`src/hw/rtl/htsff_pkg.sv`:
```
// ----------------------------------------------------------------------------
// htsff_pkg
// Shared types and constants for the head/tail/sum frame finder.
// ----------------------------------------------------------------------------
package htsff_pkg;

  localparam int MAX_FRAME_DEF = 16;

  localparam int CFG_AW = 4;
  localparam int CFG_DW = 32;

  localparam logic [7:0] HEAD_RST = 8'h00;
  localparam logic [7:0] TAIL_RST = 8'h00;
  localparam logic [4:0] LEN_RST  = 5'd8;

  // register index, byte address = 4 * index
  typedef enum logic [1:0] {
    REG_HEAD = 2'd0,
    REG_TAIL = 2'd1,
    REG_LEN  = 2'd2
  } cfg_reg_t;

endpackage

```
`src/hw/rtl/head_tail_sum_frame_finder.sv`:
```
// ----------------------------------------------------------------------------
// head_tail_sum_frame_finder
// Fixed-length frame sync on a byte stream with an additive checksum.
// ----------------------------------------------------------------------------
// Takes one byte per cycle. Each byte is written to a circular byte memory
// together with the running 8-bit prefix sum; a second read port looks up the
// would-be head byte and its prefix, so the checksum test is one subtract and
// compare. On a match the frame is read back from the memory one byte per
// cycle (head first, tlast on the tail) through a two-entry output queue, and
// the window restarts empty. Input throughput is one byte per cycle, except:
// the cycle after a configuration write is not accepted, and while a frame is
// still being read out a byte that would complete the next frame waits until
// the readout is done. Output runs at one byte per cycle while out_tready
// holds. No clearing pass after reset.
// ----------------------------------------------------------------------------
module head_tail_sum_frame_finder
  import htsff_pkg::*;
#(
  parameter int MAX_FRAME = MAX_FRAME_DEF
) (
  input  logic              clk,
  input  logic              rst_n,
  // input stream
  input  logic              in_tvalid,
  output logic              in_tready,
  input  logic [7:0]        in_tdata,     // [7:0] rx_byte
  // result stream
  output logic              out_tvalid,
  input  logic              out_tready,
  output logic [7:0]        out_tdata,    // [7:0] frame_byte
  output logic              out_tlast,    // frame_last
  // configuration
  input  logic              cfg_psel,
  input  logic              cfg_penable,
  input  logic              cfg_pwrite,
  input  logic [CFG_AW-1:0] cfg_paddr,
  input  logic [CFG_DW-1:0] cfg_pwdata,
  output logic [CFG_DW-1:0] cfg_prdata,
  output logic              cfg_pready
);

  localparam int LW    = $clog2(MAX_FRAME + 1);
  localparam int AW    = $clog2(2 * MAX_FRAME);
  localparam int DEPTH = 1 << AW;

  // ---------------- configuration ----------------
  logic [7:0] head_r, tail_r;
  logic [4:0] flen_r;
  logic       cfg_wr;
  logic       cfg_hold_r;
  cfg_reg_t   cfg_idx;

  assign cfg_pready = 1'b1;
  assign cfg_wr     = cfg_psel & cfg_penable & cfg_pwrite & cfg_pready;
  assign cfg_idx    = cfg_reg_t'(cfg_paddr[3:2]);

  always_ff @(posedge clk) begin
    if (!rst_n) begin
      head_r     <= HEAD_RST;
      tail_r     <= TAIL_RST;
      flen_r     <= LEN_RST;
      cfg_hold_r <= 1'b0;
    end else begin
      cfg_hold_r <= cfg_wr;
      if (cfg_wr) begin
        case (cfg_idx)
          REG_HEAD: head_r <= cfg_pwdata[7:0];
          REG_TAIL: tail_r <= cfg_pwdata[7:0];
          REG_LEN:  flen_r <= cfg_pwdata[4:0];
          default: ;
        endcase
      end
    end
  end

  always_comb begin
    case (cfg_idx)
      REG_HEAD: cfg_prdata = {{(CFG_DW-8){1'b0}}, head_r};
      REG_TAIL: cfg_prdata = {{(CFG_DW-8){1'b0}}, tail_r};
      REG_LEN:  cfg_prdata = {{(CFG_DW-5){1'b0}}, flen_r};
      default:  cfg_prdata = '0;
    endcase
  end

  logic [LW-1:0] len_act, lm1;

  always_comb begin
    if (flen_r < 5'd3) begin
      len_act = LW'(3);
    end else if (int'(flen_r) > MAX_FRAME) begin
      len_act = LW'(MAX_FRAME);
    end else begin
      len_act = LW'(flen_r);
    end
  end
  assign lm1 = len_act - LW'(1);

  // ---------------- window memory: {prefix, byte} ----------------
  logic [15:0]   mem [DEPTH];
  logic [15:0]   rd_a_r, rd_b_r;
  logic [AW-1:0] wptr_r, wptr_nxt, raddr_a;
  logic [AW-1:0] ep_r, ep_nxt;
  logic [LW-1:0] cnt_r, cnt_nxt, rem_r, rem_nxt;
  logic [7:0]    b1_r, p1_r, p2_r, p_new, chk_sum;
  logic          in_acc, match, issue;

  assign in_tready = !cfg_hold_r && ((rem_r == '0) || (cnt_r < lm1));
  assign in_acc    = in_tvalid & in_tready;
  assign p_new     = p1_r + in_tdata;
  // sum of bytes strictly between head and checksum
  assign chk_sum   = p2_r - rd_a_r[15:8];
  assign match     = in_acc && (cnt_r >= lm1) && (in_tdata == tail_r)
                     && (rd_a_r[7:0] == head_r) && (chk_sum == b1_r);

  assign wptr_nxt = in_acc ? wptr_r + AW'(1) : wptr_r;
  // head position for the next byte, looked up ahead through the registered read
  assign raddr_a  = wptr_nxt - AW'(lm1);

  always_comb begin
    cnt_nxt = cnt_r;
    rem_nxt = rem_r;
    ep_nxt  = ep_r;
    if (in_acc && cnt_r != LW'(MAX_FRAME)) begin
      cnt_nxt = cnt_r + LW'(1);
    end
    if (issue) begin
      rem_nxt = rem_r - LW'(1);
      ep_nxt  = ep_r + AW'(1);
    end
    if (match) begin
      cnt_nxt = '0;
      rem_nxt = len_act;
      ep_nxt  = wptr_r - AW'(lm1);
    end
  end

  always_ff @(posedge clk) begin
    if (in_acc) begin
      mem[wptr_r] <= {p_new, in_tdata};
    end
    rd_a_r <= mem[raddr_a];
    rd_b_r <= mem[ep_r];
  end

  always_ff @(posedge clk) begin
    if (!rst_n) begin
      wptr_r <= '0;
      cnt_r  <= '0;
      rem_r  <= '0;
      ep_r   <= '0;
    end else begin
      wptr_r <= wptr_nxt;
      cnt_r  <= cnt_nxt;
      rem_r  <= rem_nxt;
      ep_r   <= ep_nxt;
    end
  end

  // running prefix must start from a known value
  always_ff @(posedge clk) begin
    if (!rst_n) begin
      b1_r <= '0;
      p1_r <= '0;
      p2_r <= '0;
    end else if (in_acc) begin
      b1_r <= in_tdata;
      p1_r <= p_new;
      p2_r <= p1_r;
    end
  end

  // ---------------- readout queue ----------------
  logic [8:0] fq_r [2];
  logic       fq_wp_r, fq_rp_r;
  logic [1:0] fq_cnt_r, occ;
  logic       pend_r, pend_last_r, pop;

  assign out_tvalid = (fq_cnt_r != 2'd0);
  assign out_tdata  = fq_r[fq_rp_r][7:0];
  assign out_tlast  = fq_r[fq_rp_r][8];
  assign pop        = out_tvalid & out_tready;
  assign occ        = fq_cnt_r + {1'b0, pend_r};
  assign issue      = (rem_r != '0) && ((occ < 2'd2) || pop);

  always_ff @(posedge clk) begin
    if (!rst_n) begin
      pend_r   <= 1'b0;
      fq_wp_r  <= 1'b0;
      fq_rp_r  <= 1'b0;
      fq_cnt_r <= 2'd0;
    end else begin
      pend_r <= issue;
      if (pend_r) begin
        fq_wp_r <= ~fq_wp_r;
      end
      if (pop) begin
        fq_rp_r <= ~fq_rp_r;
      end
      fq_cnt_r <= fq_cnt_r + {1'b0, pend_r} - {1'b0, pop};
    end
  end

  always_ff @(posedge clk) begin
    pend_last_r <= (rem_r == LW'(1));
    if (pend_r) begin
      fq_r[fq_wp_r] <= {pend_last_r, rd_b_r[7:0]};
    end
  end

  // ---------------- checks ----------------
  a_no_overflow: assert property (@(posedge clk) disable iff (!rst_n)
    occ <= 2'd2)
    else $error("readout queue overrun");

  a_no_match_in_readout: assert property (@(posedge clk) disable iff (!rst_n)
    match |-> (rem_r == '0))
    else $error("frame matched while previous frame still read out");

  a_match_loads: assert property (@(posedge clk) disable iff (!rst_n)
    match |=> (rem_r == $past(len_act)) && (cnt_r == '0))
    else $error("readout not started after match");

  a_issue_lands: assert property (@(posedge clk) disable iff (!rst_n)
    issue |=> pend_r)
    else $error("memory read not tracked");

  a_cnt_range: assert property (@(posedge clk) disable iff (!rst_n)
    int'(cnt_r) <= MAX_FRAME)
    else $error("fill count out of range");

endmodule

```
`config.mk`:
```
export PLATFORM = sky130hd
export DESIGN_NAME = head_tail_sum_frame_finder
export DESIGN_NICKNAME = d
export VERILOG_FILES = /design/src/hw/rtl/htsff_pkg.sv /design/src/hw/rtl/head_tail_sum_frame_finder.sv
export SDC_FILE = /design/constraint.sdc
export NUM_CORES = 1
export LEC_CHECK = 0
export ABC_CLOCK_PERIOD_IN_PS = 7800
export BUFFER_PORTS_ARGS = -buffer_cell sky130_fd_sc_hd__buf_4
export CAP_MARGIN = 20
export CORE_MARGIN = 2
export CORE_UTILIZATION = 36
export DETAILED_ROUTE_END_ITERATION = 10
export REMOVE_ABC_BUFFERS = 1
export SYNTH_ARGS = -nofsm -noshare
export SYNTH_HDL_FRONTEND = slang
export SYNTH_SLANG_ARGS = --single-unit
```
`constraint.sdc`:
```
create_clock -name clk -period 7.8 [get_ports clk]
set_input_delay 0.39 -clock clk [delete_from_list [all_inputs] [get_ports clk]]
set_output_delay 0.39 -clock clk [all_outputs]
set_load 0.005 [all_outputs]
```
==> results.ini <==
[status]
outcome = complete, no violations

[global_route]
grt_use_total = 0.175
grt_pass1_vias = 14600
grt_pass1_wl_mm = 99.4
antenna_found_initial = 0
overflow = 0
grt_max_degree = 111

[final_layout]
nets = 1637
utilization = 0.413
syn_to_final_growth_pct = 14.2
regArea_um2 = 17900
drive_gt1_frac = 0.323
design_area_um2 = 31300
diodes = 0
multi_input_area_um2 = 9210
fill_cells = 6570
final_cells = 2574

[timing]
fmax_mhz = 145
setup_viol = 0
whs_ps = 35.8
rsz0062_at_grt = no
finalCriticalPeriod_ps = 6890
tightest_slew_ps = 1110
hold_viol_final = 0
layout_setup_ws_ps = 910
slew_violations = 0
period_share = 0.883
fin_skew_ps = 33.8
max_slew_margin = 0.261

[clocking]
insertion_delay_ps = 610
post_cts_buffers = 0
cts_buffer_depth = 3
numCtsBuffers = 67
htreeDepth = 3
cts-root-buf = clkbuf_16
cts_tree = done
clk_pin_slew_ps = 60
hold_buffers = 0
cts_resized = 0
cts.sinks = 627

[synth]
synth_edf_count = 530
syn_inst = 1460
synthFlopType = edfxtp_1
synth_area_leaders = edfxtp_1, mux4_2, dfxtp_1
ys_ff_latch = 627
yosys.area.top_type = edfxtp_1
netlist.area_leader.share = 0.581
yosysSeqAreaShare = 0.652
syn_area_um2 = 27400
synthArstFlopShare = 0
synth_warnings = 0
synth.distinct_cells = 57
syn_area_per_cell_um2 = 18.8

[route]
drtAntennaViolNets = 0
wirelength_mm = 67.5
drt_first_iter_violations = 1403
post_drt_wl_per_cell_um = 26.2
vias_per_cell = 5.47
first_pass_iters = 5
route.vias.total = 14100
drc = 0

[placement]
placed_area_um2 = 29200
place_congestion = 0.799
dp.final_hpwl_mm = 39.4
place_inst = 2454
pre_cts_ws_ps = 1040
io_buffers = 43

[floorplanning]
die_area_um2 = 78300
num_rows = 101
boundaryPins = 95
fp.dieH_um = 280
initial_core_util = 0.362
die_w_um = 280
coreArea_um2 = 75700

[critical_path]
required_ps = 8300
cp_max_fo = 110
cp-end-kind = flop
cp-start-kind = flop
r2r-start = flen_r[3]$_SDFFE_PN1P_
arrival_ps = 7390
r2r_slack_ps = 910
r2r_cells = 18
worst_r2r_endpoint = rd_a_r[4]$_DFF_P_
worstSetupPathType = reg2reg

[pwr]
vdd_drop_max_uv = 176
p_leak_nw = 10.3
p_per_area_nw_per_um2 = 295

[hold_path]
hp-start = cfg_pwdata[7]
worstHoldPathCells = 3
holdPathEnd = tail_r[7]$_SDFFE_PN0P_
hold_path_class = in2reg

[run]
maxCapViolCount = 0

[power by group]
part	leakage, nW	internal, W	switching (W)
Clock	1.02	0.00178	0.00132
Sequential	5.58	0.00393	0.000133
Combinational	3.70	0.00103	0.00105
[metrics by stage]
step / setup TNS (ps) / power, W
after floorplan: -30700 / 0.00568
after global placement: 0 / 0.00619
after detailed placement: 0 / 0.00623
after CTS: 0 / 0.00932
after global routing: 0 / 0.00959
final: 0 / 0.00923
[cells in the final DEF (no fill, tap or decap), types with 23 or more instances in the layout]
master	count
clkbuf_16	67
mux4_2	240
xor2_1	24
nor2_1	66
edfxtp_1	530
ha_1	36
xnor2_1	31
mux2_2	24
nand2_1	40
dfxtp_1	95
conb_1	25
mux2i_1	60
buf_4	89
nor2_2	23
inv_1	27
[cells in the mapped netlist (all sizes together), types with 3 or more instances]
| cell | number |
|---|---|
| and2 | 5 |
| mux2i | 60 |
| inv | 28 |
| o21bai | 4 |
| nand3 | 4 |
| o21ai | 18 |
| or3 | 6 |
| xor2 | 27 |
| nand2 | 40 |
| a21oi | 13 |
| buf | 56 |
| mux4 | 240 |
| fa | 4 |
| edfxtp | 530 |
| a21o | 6 |
| clkbuf | 45 |
| xnor2 | 36 |
| nand2b | 6 |
| o31a | 3 |
| o21a | 5 |
| nor2b | 9 |
| nor3 | 12 |
| nor4 | 6 |
| dfxtp | 97 |
| nand4 | 7 |
| nand3b | 4 |
| nor2 | 94 |
| mux2 | 34 |
| ha | 37 |
[state kept, by name, indices dropped and copies added, names as in the netlist, 2 cells and up, named ones only]
name	cells
head_r	8
b1_r	8
mem	512
cnt_r	5
fq_cnt_r	2
p1_r	8
ep_r	5
rd_a_r	16
p2_r	8
wptr_r	5
rd_b_r	8
tail_r	8
fq_r	18
flen_r	5
rem_r	5
[cell families after synthesis]
kind of cell | synth area share
simple gates | 0.0354
xor+xnor | 0.0208
compound gates | 0.0148
other cells | 0.000274
buf+inv | 0.0220
flops | 0.652
fa+ha+maj | 0.0202
mux | 0.235
[cell type report]
cell class              instances  share of cell area
clock buffers                  85              0.0561
clock inverters                35              0.0117
inverters                      28             0.00336
multi-input cells             727               0.294
flip-flops and latches        627               0.571
well taps                     978              0.0391
repair buffers                 94              0.0244
[critical path, stage by stage, from the launching register on]
cell and delay, ps:
dfxtp_1 470, nor2_1 110, o21bai_1 470, ha_1 290, nand2_1 60, mux2_2 300, ha_1 380, nand4b_1 120
nand2_1 60, maj3_1 400, a31oi_4 350, buf_4 520, nor2_1 70, a21oi_1 290, fa_4 880, buf_12 300
mux4_2 540, mux4_2 520, mux2_2 290
[how the worst max path moves through the flow]
stage                            from                 end  slack, ps  cells past startpoint
2_1_floorplan  flen_r[3]$_SDFFE_PN1P_  rd_a_r[10]$_DFF_P_      -1920                     15
3_3_place_gp   flen_r[3]$_SDFFE_PN1P_   rd_a_r[1]$_DFF_P_       1130                     18
3_5_place_dp   flen_r[3]$_SDFFE_PN1P_  rd_a_r[12]$_DFF_P_       1040                     18
4_1_cts        flen_r[3]$_SDFFE_PN1P_   rd_a_r[7]$_DFF_P_       1000                     18
5_1_grt        flen_r[3]$_SDFFE_PN1P_  rd_a_r[12]$_DFF_P_        670                     18
6_report       flen_r[3]$_SDFFE_PN1P_   rd_a_r[4]$_DFF_P_        910                     18
[routing by layer]
metal | track usage | vias up | part of all wire
li1 | - | 6013 | -
met1 | 0.233 | 7476 | 0.42
met2 | 0.290 | 501 | 0.49
met3 | 0.0316 | 95 | 0.057
met4 | 0.0610 | 0 | 0.031
met5 | 0 | - | 0
(Power assumes the default switching activity.)
